## src/sv/srtc_pkg.sv

```systemverilog
// ----------------------------------------------------------------------------
// srtc_pkg
// shared codes, constants and controller/datapath interface types
// ----------------------------------------------------------------------------
package srtc_pkg;

  // input action codes
  localparam logic [1:0] ACT_SELECT = 2'd0;
  localparam logic [1:0] ACT_BYTE   = 2'd1;
  localparam logic [1:0] ACT_TICK   = 2'd2;

  // register map seen over spi
  localparam logic [7:0] REG_SECONDS = 8'd2;
  localparam logic [7:0] REG_MINUTES = 8'd3;
  localparam logic [7:0] REG_HOURS   = 8'd4;
  localparam logic [7:0] REG_OFFSET  = 8'h0D;

  // configuration register indexes
  localparam logic [1:0] CFG_FACTORY = 2'd0;
  localparam logic [1:0] CFG_TEMP_EN = 2'd1;

  // floor(n / 100) = (n * RECIP_100) >> RECIP_SHIFT for n < 43690
  localparam logic [12:0] RECIP_100   = 13'd5243;
  localparam int          RECIP_SHIFT = 19;

  typedef struct packed {
    logic latch;     // capture the accepted item
    logic exec;      // apply the item to the register set
    logic mul;       // reciprocal multiply for the divide by 100
    logic quo;       // take quotient into the selected offset
    logic calib;     // clamp offset sum into the calibration word
    logic load_out;  // load the result register
  } cmd_t;

  typedef struct packed {
    logic need_calib;  // current item recomputes the calibration word
  } status_t;

endpackage

```

## src/sv/srtc_ctrl.sv

```systemverilog
// ----------------------------------------------------------------------------
// srtc_ctrl
// sequencing state machine for item execution and result handoff
// ----------------------------------------------------------------------------
module srtc_ctrl (
  input  logic             clk,
  input  logic             rst,
  input  logic             in_valid,
  output logic             in_stall,
  output logic             out_valid,
  input  logic             out_stall,
  input  srtc_pkg::status_t status,
  output srtc_pkg::cmd_t    cmd
);
  import srtc_pkg::*;

  typedef enum logic [2:0] {
    S_IDLE,
    S_EXEC,
    S_MUL,
    S_QUO,
    S_CALIB,
    S_OUT
  } state_t;

  state_t state;
  logic   out_free;

  assign out_free = !out_valid || !out_stall;
  assign in_stall = (state != S_IDLE);

  always_comb begin
    cmd          = '0;
    cmd.latch    = (state == S_IDLE) && in_valid;
    cmd.exec     = (state == S_EXEC);
    cmd.mul      = (state == S_MUL);
    cmd.quo      = (state == S_QUO);
    cmd.calib    = (state == S_CALIB);
    cmd.load_out = (state == S_OUT) && out_free;
  end

  always_ff @(posedge clk) begin
    if (rst) begin
      state     <= S_IDLE;
      out_valid <= 1'b0;
    end else begin
      if (out_valid && !out_stall) begin
        out_valid <= 1'b0;
      end
      case (state)
        S_IDLE: begin
          if (in_valid) state <= S_EXEC;
        end
        S_EXEC: begin
          state <= status.need_calib ? S_MUL : S_OUT;
        end
        S_MUL:   state <= S_QUO;
        S_QUO:   state <= S_CALIB;
        S_CALIB: state <= S_OUT;
        S_OUT: begin
          if (out_free) begin
            out_valid <= 1'b1;
            state     <= S_IDLE;
          end
        end
        default: state <= S_IDLE;
      endcase
    end
  end

endmodule

```

## src/sv/srtc_datapath.sv

```systemverilog
// ----------------------------------------------------------------------------
// srtc_datapath
// register set, clock counters, offset arithmetic and result register
// ----------------------------------------------------------------------------
module srtc_datapath (
  input  logic              clk,
  input  logic              rst,
  input  logic              cfg_we,
  input  logic [1:0]        cfg_index,
  input  logic [7:0]        cfg_data,
  input  logic [1:0]        action,
  input  logic [7:0]        spi_byte,
  input  logic signed [7:0] temperature_c,
  input  srtc_pkg::cmd_t     cmd,
  output srtc_pkg::status_t  status,
  output logic [7:0]        reply_byte,
  output logic [7:0]        calib_word,
  output logic              calib_updated,
  output logic [7:0]        hours_now,
  output logic [7:0]        minutes_now,
  output logic [7:0]        seconds_now
);
  import srtc_pkg::*;

  // configuration
  logic signed [7:0] factory_ppm;
  logic              temp_comp_enable;

  // architectural state
  logic [7:0]        reg_pointer;
  logic              write_mode;
  logic [7:0]        second_count;
  logic [7:0]        minute_count;
  logic [7:0]        hour_count;
  logic signed [9:0] user_offset;
  logic signed [9:0] temp_offset;
  logic [7:0]        calib_reg;

  // captured item and working registers
  logic [1:0]        item_action;
  logic [7:0]        item_byte;
  logic signed [7:0] item_temp;
  logic [14:0]       div_num;
  logic              div_neg;
  logic              div_to_temp;
  logic [27:0]       div_prod;
  logic [7:0]        reply_val;
  logic              updated_val;

  // byte decode
  logic       is_command;
  logic       eff_write;
  logic       advance;
  logic [7:0] eff_pointer;
  logic [7:0] bcd_val;
  logic [7:0] read_reply;
  logic       offset_write;

  // offset write
  logic [6:0]  off_mag;
  logic [14:0] user_num;

  // tick
  logic [7:0] sec_inc;
  logic [7:0] min_inc;
  logic [7:0] hour_inc;
  logic       roll_sec;
  logic       roll_min;
  logic       roll_hour;
  logic       comp_roll;

  // temperature term
  logic signed [7:0] temp_sat;
  logic signed [8:0] temp_delta;
  logic [6:0]        diff_mag;
  logic [13:0]       diff_sq;
  logic [14:0]       temp_num;

  // quotient and calibration
  logic [8:0]         quotient;
  logic signed [9:0]  quotient_signed;
  logic signed [10:0] offset_sum;
  logic [6:0]         calib_mag;

  function automatic logic [7:0] bcd_encode(input logic [7:0] v);
    logic [15:0] prod;
    logic [4:0]  tens;
    logic [7:0]  ones;
    prod = {8'd0, v} * 16'd205;
    tens = prod[15:11];
    ones = v - 8'({3'd0, tens} * 8'd10);
    return 8'({tens, 4'b0000}) | {4'b0000, ones[3:0]};
  endfunction

  always_comb begin
    is_command   = (reg_pointer == 8'd0);
    eff_write    = is_command ? !item_byte[7] : write_mode;
    eff_pointer  = is_command ? {4'd0, item_byte[3:0]} : reg_pointer;
    advance      = !(is_command && !item_byte[7]);
    offset_write = (item_action == ACT_BYTE) && advance && eff_write &&
                   (eff_pointer == REG_OFFSET);

    case (eff_pointer)
      REG_SECONDS: bcd_val = second_count;
      REG_MINUTES: bcd_val = minute_count;
      REG_HOURS:   bcd_val = hour_count;
      default:     bcd_val = 8'd0;
    endcase
    read_reply = (advance && !eff_write) ? bcd_encode(bcd_val) : 8'd0;

    // 7-bit signed offset, magnitude times 434
    off_mag  = item_byte[6] ? 7'(-item_byte[6:0]) : item_byte[6:0];
    user_num = 15'({8'd0, off_mag} * 15'd434);

    sec_inc   = second_count + 8'd1;
    min_inc   = minute_count + 8'd1;
    hour_inc  = hour_count + 8'd1;
    roll_sec  = (sec_inc >= 8'd60);
    roll_min  = (min_inc >= 8'd60);
    roll_hour = (hour_inc >= 8'd24);
    comp_roll = (item_action == ACT_TICK) && roll_sec && temp_comp_enable;

    // saturate to -40..125, then 3 * (t - 25)^2 + 50 for the rounded divide
    if (item_temp < -8'sd40) begin
      temp_sat = -8'sd40;
    end else if (item_temp > 8'sd125) begin
      temp_sat = 8'sd125;
    end else begin
      temp_sat = item_temp;
    end
    temp_delta = 9'(temp_sat) - 9'sd25;
    diff_mag   = temp_delta[8] ? 7'(-temp_delta) : temp_delta[6:0];
    diff_sq    = {7'd0, diff_mag} * {7'd0, diff_mag};
    temp_num   = 15'({1'b0, diff_sq} * 15'd3) + 15'd50;

    status.need_calib = offset_write || comp_roll;

    quotient        = div_prod[27:RECIP_SHIFT];
    quotient_signed = div_neg ? -$signed({1'b0, quotient}) : $signed({1'b0, quotient});

    offset_sum = 11'(user_offset) + 11'(factory_ppm) + 11'(temp_offset);
    if (offset_sum < -11'sd127) begin
      calib_mag = 7'd127;
    end else if (offset_sum > 11'sd127) begin
      calib_mag = 7'd127;
    end else if (offset_sum[10]) begin
      calib_mag = 7'(-offset_sum);
    end else begin
      calib_mag = offset_sum[6:0];
    end
  end

  always_ff @(posedge clk) begin
    if (rst) begin
      factory_ppm      <= '0;
      temp_comp_enable <= 1'b0;
      reg_pointer      <= '0;
      write_mode       <= 1'b0;
      second_count     <= '0;
      minute_count     <= '0;
      hour_count       <= '0;
      user_offset      <= '0;
      temp_offset      <= '0;
      calib_reg        <= '0;
    end else begin
      if (cfg_we) begin
        case (cfg_index)
          CFG_FACTORY: factory_ppm      <= $signed(cfg_data);
          CFG_TEMP_EN: temp_comp_enable <= cfg_data[0];
          default: ;
        endcase
      end

      if (cmd.exec) begin
        case (item_action)
          ACT_SELECT: begin
            reg_pointer <= '0;
            write_mode  <= 1'b0;
          end
          ACT_BYTE: begin
            if (is_command) write_mode <= !item_byte[7];
            if (advance) begin
              reg_pointer <= eff_pointer + 8'd1;
              if (eff_write) begin
                case (eff_pointer)
                  REG_SECONDS: second_count <= 8'({4'd0, item_byte[7:4]} * 8'd10) +
                                               {4'd0, item_byte[3:0]};
                  REG_MINUTES: minute_count <= 8'({4'd0, item_byte[7:4]} * 8'd10) +
                                               {4'd0, item_byte[3:0]};
                  REG_HOURS:   hour_count   <= 8'({4'd0, item_byte[7:4]} * 8'd10) +
                                               {4'd0, item_byte[3:0]};
                  default: ;
                endcase
              end
            end else begin
              reg_pointer <= eff_pointer;
            end
          end
          ACT_TICK: begin
            if (roll_sec) begin
              second_count <= '0;
              if (roll_min) begin
                minute_count <= '0;
                hour_count   <= roll_hour ? 8'd0 : hour_inc;
              end else begin
                minute_count <= min_inc;
              end
            end else begin
              second_count <= sec_inc;
            end
          end
          default: ;
        endcase
      end

      if (cmd.quo) begin
        if (div_to_temp) begin
          temp_offset <= quotient_signed;
        end else begin
          user_offset <= quotient_signed;
        end
      end

      if (cmd.calib) begin
        calib_reg <= {offset_sum[10], calib_mag};
      end
    end
  end

  // working and payload registers, no reset needed
  always_ff @(posedge clk) begin
    if (cmd.latch) begin
      item_action <= action;
      item_byte   <= spi_byte;
      item_temp   <= temperature_c;
    end
    if (cmd.exec) begin
      reply_val   <= (item_action == ACT_BYTE) ? read_reply : 8'd0;
      updated_val <= 1'b0;
      div_to_temp <= comp_roll;
      div_neg     <= comp_roll ? 1'b1 : item_byte[6];
      div_num     <= comp_roll ? temp_num : user_num;
    end
    if (cmd.mul) begin
      div_prod <= {13'd0, div_num} * {15'd0, RECIP_100};
    end
    if (cmd.calib) begin
      updated_val <= 1'b1;
    end
    if (cmd.load_out) begin
      reply_byte    <= reply_val;
      calib_word    <= calib_reg;
      calib_updated <= updated_val;
      hours_now     <= hour_count;
      minutes_now   <= minute_count;
      seconds_now   <= second_count;
    end
  end

endmodule

```

## src/sv/spi_rtc_slave_registers.sv

```systemverilog
// ----------------------------------------------------------------------------
// spi_rtc_slave_registers
// spi-slave real-time clock register set with sign-magnitude calibration
// ----------------------------------------------------------------------------
// usage
//   input channel (in_valid / in_stall) carries one transaction per spi event:
//   a select start, a received spi byte, or a one-second tick with the chip
//   temperature. output channel (out_valid / out_stall) returns exactly one
//   result per input transaction: the reply byte for the next spi transfer,
//   the calibration word, its update flag and the current hh:mm:ss in binary.
//   sequence: an item is executed and its result then loaded; when it
//   recomputes the calibration word (offset write or compensated minute
//   rollover), the reciprocal multiply for the divide by 100, the quotient
//   step and the clamp of the offset sum come in between. the next item
//   is accepted the cycle after its predecessor's result is loaded.
//   stall: a result waits in the output register while out_stall is high;
//   the block already takes the next transaction, and holds that one's result
//   internally until the output register frees up.
//   reset: rst (synchronous, active high) clears clock, pointer, offsets,
//   calibration word and the configuration registers to zero.
//   configuration: cfg_we / cfg_index / cfg_data, index 0 factory offset in
//   ppm (signed), index 1 temperature compensation enable; write only while idle
// ----------------------------------------------------------------------------
module spi_rtc_slave_registers (
  input  logic              clk,
  input  logic              rst,
  // configuration write port
  input  logic              cfg_we,
  input  logic [1:0]        cfg_index,
  input  logic [7:0]        cfg_data,
  // input transactions
  input  logic              in_valid,
  output logic              in_stall,
  input  logic [1:0]        action,
  input  logic [7:0]        spi_byte,
  input  logic signed [7:0] temperature_c,
  // result transactions
  output logic              out_valid,
  input  logic              out_stall,
  output logic [7:0]        reply_byte,
  output logic [7:0]        calib_word,
  output logic              calib_updated,
  output logic [7:0]        hours_now,
  output logic [7:0]        minutes_now,
  output logic [7:0]        seconds_now
);
  import srtc_pkg::*;

  // command and status between sequencer and datapath
  cmd_t    cmd;
  status_t status;

  // sequencer: accept, execute, optional calibration steps, result handoff
  srtc_ctrl u_ctrl (
    .clk       (clk),
    .rst       (rst),
    .in_valid  (in_valid),
    .in_stall  (in_stall),
    .out_valid (out_valid),
    .out_stall (out_stall),
    .status    (status),
    .cmd       (cmd)
  );

  // register set, counters, offset arithmetic and output register
  srtc_datapath u_datapath (
    .clk           (clk),
    .rst           (rst),
    .cfg_we        (cfg_we),
    .cfg_index     (cfg_index),
    .cfg_data      (cfg_data),
    .action        (action),
    .spi_byte      (spi_byte),
    .temperature_c (temperature_c),
    .cmd           (cmd),
    .status        (status),
    .reply_byte    (reply_byte),
    .calib_word    (calib_word),
    .calib_updated (calib_updated),
    .hours_now     (hours_now),
    .minutes_now   (minutes_now),
    .seconds_now   (seconds_now)
  );

endmodule

```

## config.mk

```make
export PLATFORM = sky130hd
export DESIGN_NAME = spi_rtc_slave_registers
export DESIGN_NICKNAME = d
export VERILOG_FILES = /design/src/sv/srtc_pkg.sv /design/src/sv/srtc_ctrl.sv /design/src/sv/srtc_datapath.sv /design/src/sv/spi_rtc_slave_registers.sv
export SDC_FILE = /design/constraint.sdc
export NUM_CORES = 1
export LEC_CHECK = 0
export BUFFER_PORTS_ARGS = -buffer_cell sky130_fd_sc_hd__buf_2
export CAP_MARGIN = 20
export CORE_MARGIN = 2
export CORE_UTILIZATION = 30
export CTS_BUF_LIST = sky130_fd_sc_hd__clkbuf_4 sky130_fd_sc_hd__clkbuf_8
export DETAILED_ROUTE_END_ITERATION = 12
export SETUP_SLACK_MARGIN = 0.15
export SYNTH_ARGS = -nofsm -noshare
export SYNTH_HDL_FRONTEND = slang
export SYNTH_SLANG_ARGS = --single-unit
```

## constraint.sdc

```tcl
create_clock -name clk -period 18.7 [get_ports clk]
set_clock_uncertainty 0.1 [all_clocks]
set_input_delay 3.74 -clock clk [delete_from_list [all_inputs] [get_ports clk]]
set_output_delay 3.74 -clock clk [all_outputs]
set_load 0.02 [all_outputs]
```

======== Word level (Yosys, flattened, before mapping) ========
Index checks and enable logic that the tools add are counted.
word-level totals
  register bits after elaboration ......... 187
  input port bits ......................... 33
  output and inout port bits .............. 43
  logic and storage cells ................. 153
cells by class
  add/subtract/negate cells ............... 14
  multipliers ............................. 7
  $lt $le $gt $ge ......................... 7
  equality and inequality tests ........... 21
  multiplexer cells ....................... 40
  bitwise logic cells ..................... 2
  reductions and logical operators ........ 34
operators by type and width
  cell                                                               count
  two-way mux 8 bit                                                  19
  case mux 8 bit (2 select lines)                                    4
  two-way mux 7 bit                                                  5
  adder 8 x 1 -> 8 bit, second input constant                        4
  multiplier 15 x 13 -> 28 bit, second input constant                1
  case mux 8 bit (3 select lines)                                    1
  negation 7 bit                                                     3
  case mux 3 bit (6 select lines)                                    1
  == test 8 x 2 -> 1 bit, second input constant                      2
  greater-or-equal comparator 8 x 6 -> 1 bit, second input constant  2
  multiplier 8 x 8 -> 16 bit, second input constant                  1
  adder 15 x 6 -> 15 bit, second input constant                      1
  multiplier 14 x 2 -> 15 bit, second input constant                 1
  two-way mux 15 bit                                                 1
  multiplier 7 x 7 -> 14 bit                                         1
  multiplier 7 x 8 -> 14 bit, second input constant                  1
  AND reduction 2 bit                                                7
  adder 10 x 8 -> 11 bit                                             1
  adder 11 x 10 -> 11 bit                                            1
  > comparator 11 x 8 -> 1 bit, second input constant                1
  < comparator 11 x 8 -> 1 bit, second input constant                1
  logical AND 1 bit                                                  10
  two-way mux 10 bit                                                 1
  inequality test 2 bit, second input constant                       5
  other kinds (32)                                                   50

======== Logic depth before layout (Yosys ltp) ========
  depth in word-level cells ............... 10
  depth in mapped cells ................... 38
  mapped depth without buffers ............ 37

======== Cells and area by module ========
From an unflattened synthesis, not the netlist that was laid out.
unflattened totals
  cell total of the unflattened synthesis .. 1,614
  area total of the unflattened synthesis .. 15,914.0 µm²
modules (own cells, without submodules)
  module         instances  cells each  area an instance (µm²)  seq. area each (µm²)
  srtc_datapath  1          1,582       15,656.3                4,214.0
  srtc_ctrl      1          32          257.7                   80.1

======== Least setup slack after synthesis ========
No wires, ideal clock.
  kind .................................... reg-to-reg
  start point ............................. reg u_datapath.item_temp[3]
  end point ............................... reg u_datapath.div_num[13], data pin
  setup time .............................. 0.278 ns
  arrival time ............................ 8.272 ns
  data required time ...................... 18.322 ns
  slack ................................... 10.050 ns
  cell stages (with the launch flop) ...... 37
  path buffers ............................ 1
  period minus slack after synthesis ...... 8.650 ns
  cell sequence ........................... edfxtp_1 > and2_1 > buf_6 > o211ai_1 > nand2_1 > inv_1 > ha_1 > nand2b_1 > a211oi_4 > nor2_1 > a31oi_1 > xnor2_1 > inv_1 > nand2_1 > fa_1 > fa_1 > inv_1 > fa_1 > inv_1 > fa_1 > inv_1 > ha_1 > nand2_1 > a2111oi_2 > a32oi_4 > nand2b_1 > a21oi_1 > xnor2_1 > ha_1 > ha_1 > a2111o_1 > a31oi_1 > nor3_1 > or3_1 > a21oi_1 > xor2_1 > mux2i_1
between the ends
  cells in the longest elaborated chain, start to end .. 10
  elaborated cells between the ends (all ways) .. 11
  those cells by class .................... add/sub (3); mul (2); order compare (2); mux (4)
ends and longest elaborated chain
  item                             line                  text
  start, declared                  srtc_datapath.sv:42   logic signed [7:0] item_temp;
  start signal, assigned           srtc_datapath.sv:235  item_temp <= temperature_c;
  > comparator 8 bit               srtc_datapath.sv:126  end else if (item_temp > 8'sd125) begin
  two-way mux 8 bit                srtc_datapath.sv:126
  two-way mux 8 bit (*)            srtc_datapath.sv:124  if (item_temp < -8'sd40) begin
  subtractor 8 x 6 -> 9 bit (*)    srtc_datapath.sv:131  temp_delta = 9'(temp_sat) - 9'sd25;
  negation 7 bit                   srtc_datapath.sv:132  diff_mag = temp_delta[8] ? 7'(-temp_delta) : temp_delta[6:0];
  two-way mux 7 bit (*)            srtc_datapath.sv:132
  multiplier 7 x 7 -> 14 bit (*)   srtc_datapath.sv:133  diff_sq = {7'd0, diff_mag} * {7'd0, diff_mag};
  multiplier 14 x 2 -> 15 bit (*)  srtc_datapath.sv:134  temp_num = 15'({1'b0, diff_sq} * 15'd3) + 15'd50;
  adder 15 x 6 -> 15 bit (*)       srtc_datapath.sv:134
  two-way mux 15 bit (*)           srtc_datapath.sv:242  div_num <= comp_roll ? temp_num : user_num;
  end signal, assigned             srtc_datapath.sv:242
  end, declared                    srtc_datapath.sv:43   logic [14:0] div_num;
Every way passes the cells marked *; elsewhere a longest branch is shown, timed or not.
A chain may end at the register's enable or synchronous reset.

======== Worst setup path after layout ========
  start point ............................. reg u_datapath.item_temp[7]
  end point ............................... reg u_datapath.div_num[13], data pin
The elaborated chain is that of the path after synthesis.

==> impl_metrics.tcl <==
set metrics [dict create \
    place.gp.congestion 0.8878 \
    min_period_ns 9.935 \
    regMostFlops "u_datapath.div_num" \
    cts_setup_buffers 0 \
    multi_input_area_um2 10390 \
    numClockSinks 168 \
    worst_pin_slew_ns 0.9119 \
    cpMaxStageDelayCell "edfxtp_1" \
    antenna_found_initial 0 \
    slew_headroom 0.3921 \
    syn_inst 1602 \
    cts_tree "built" \
    die_h_um 233.2 \
    ys_seq_area_frac 0.2724 \
    rsz0062_at_grt "false" \
    ff_latch_area_um2 4294 \
    syn2layout_area_growth_pct 10.03 \
    ys_seq_elements 168 \
    grt_pass1_wl_mm 56.09 \
    synth_area_leaders "ha_1 20%, edfxtp_1 18%, fa_1 15%" \
    ioPinCount 76 \
    postCtsHoldBufs 0 \
    h-tree-depth 4 \
    start_util 0.3018 \
    synth_cell_types 85 \
    fmax_mhz 100.7 \
    synth_fp_nets 2002 \
    cts_buffers 17 \
    viasPerCell 4.705 \
    cp.required_ns 18.86 \
    core_area_um2 52240 \
    clk_pin_slew_ns 0.11 \
    nFillCells 5297 \
    cap_violations 0 \
    outcome "finished clean" \
    synth-edff-count 93 \
    clock_path_buffers 2 \
    wire_per_inst_um 14.06 \
    place_area_um2 16940 \
    grt_max_degree 72 \
    netlist_area_um2 15770 \
    final_hold_viol_count 0 \
    finalCritPeriodShare 0.5313 \
    drt_iter0_drc 653 \
    dieWidth_um 233.2 \
    drive_above_1_share 0.09161 \
    clk_latency_ns 0.50 \
    cts-root-buf "clkbuf_8" \
    rows 84 \
    timing.setup.tns_ns 0 \
    syn_avg_cell_area_um2 9.841 \
    slowest_delay_ns 0.57 \
    cts_resized 0 \
    fin_nets 2068 \
    hpwl_mm 27.16 \
    ys.flop_type "edfxtp_1" \
    grt_pass1_vias 11360 \
    start_kind "register" \
    drt_pass1_iterations 6 \
    ant_nets 0 \
    overflow 0 \
    synth_top_cell_by_area "ha_1" \
    hp-class "reg2reg" \
    portBuffers 75 \
    top_regs "u_datapath.div_num (15), u_datapath.temp_offset (10), u_datapath.user_offset (10)" \
    synth.most_common_cell "inv_1" \
    cp.buffers_inverters 4 \
    yosys_warnings 0 \
    drv_slew 0 \
    cp_max_fo 13 \
    drc 0 \
    async_flop_share 0 \
    endpoint_kind "register" \
    final_cell_area_um2 17350 \
    wirelength_mm 33.30 \
    die-area_um2 54400 \
    cp.arrival_ns 10.09 \
    largest_reg_flops 15 \
    path_delay_family "adder cells" \
    diodes 0 \
    synth_common_cells "251 x inv_1, 249 x ha_1, 149 x nor2_1, 118 x fa_1, 93 x edfxtp_1" \
    finalSetupViolCount 0 \
    vias 11150 \
    grtUsageTotal 0.1283 \
    worstSetupPathType "reg2reg" \
    yosysTopAreaCellShare 0.1976 \
]
final timing paths:
path | start | to | slack [ns] | depth (start not counted)
max | u_datapath.item_temp[7] | u_datapath.div_num[13] | 8.77 | 34
min | u_datapath.reply_val[7] | u_datapath.reply_byte[7] | 0.33 | 0
max reg2reg | u_datapath.item_temp[7] | u_datapath.div_num[13] | 8.77 | 34
min reg2reg | u_datapath.reply_val[7] | u_datapath.reply_byte[7] | 0.33 | 0
cells in the final DEF (no fill, tap or decap), types with 4 or more instances in the layout:
cell type / count
o211a_1: 4
nor2b_1: 21
nor3b_1: 10
a211oi_1: 26
nor4_1: 8
o21a_1: 5
nor2_1: 148
inv_6: 4
xor2_1: 35
nor3_1: 26
o31ai_1: 9
a21o_1: 11
nand2b_1: 17
a21oi_1: 64
o21bai_1: 5
clkbuf_8: 17
a222oi_1: 5
ha_1: 249
fa_1: 118
nand3_1: 30
buf_4: 9
o211ai_1: 7
dfxtp_1: 75
o21ai_0: 52
a22oi_1: 7
inv_1: 251
or2_2: 10
edfxtp_1: 93
and3b_1: 6
or3_1: 8
a31oi_1: 9
nand2_1: 66
o22ai_1: 4
buf_2: 75
mux2i_1: 26
and3_1: 15
nand4_1: 4
xnor2_1: 66
and2_1: 8
stage by stage:
stage	hold slack, ns	cells	util	setup WS (ns)
after floorplan	0.3003	1602	-	10.05
after CTS	0.3321	2369	0.3321	8.738
after detailed placement	0.3102	2337	0.3242	8.753
final	0.3285	2369	0.3321	8.766
after global placement	0.3076	2337	0.3242	8.934
after global routing	0.3393	2369	0.3321	8.055
area by class of cell:
cell class / count / share of cell area
multi-input combinational: 1145 / 0.5991
sequential: 168 / 0.2475
inverter: 252 / 0.05453
tap: 688 / 0.04963
timing repair buffer: 84 / 0.02553
clock buffer: 19 / 0.01435
clock inverter: 13 / 0.009305
routing by layer:
| layer | track usage | part of all wire |
|---|---|---|
| met5 | 0 | 0 |
| met3 | 0.02148 | 0.038 |
| met1 | 0.1679 | 0.48 |
| met4 | 0.03225 | 0.016 |
| met2 | 0.2192 | 0.47 |
cells by family (layout without fill, tap and decap cells):
kind of cell             count (synthesis)  count (layout)  synth area share
multiplexers                            28              28           0.01794
flip-flops                             168             168            0.2724
buffers and inverters                  289             368           0.07016
AO/OA/AOI/OAI                          254             254            0.1117
XOR/XNOR                               104             104           0.05992
AND/OR/NAND/NOR                        392             392            0.1205
adder cells (fa/ha/maj)                367             367            0.3475
Power is left out: the tool's default activity adds up to more than one toggle a clock period on the data nets, which glitch-free logic cannot reach.
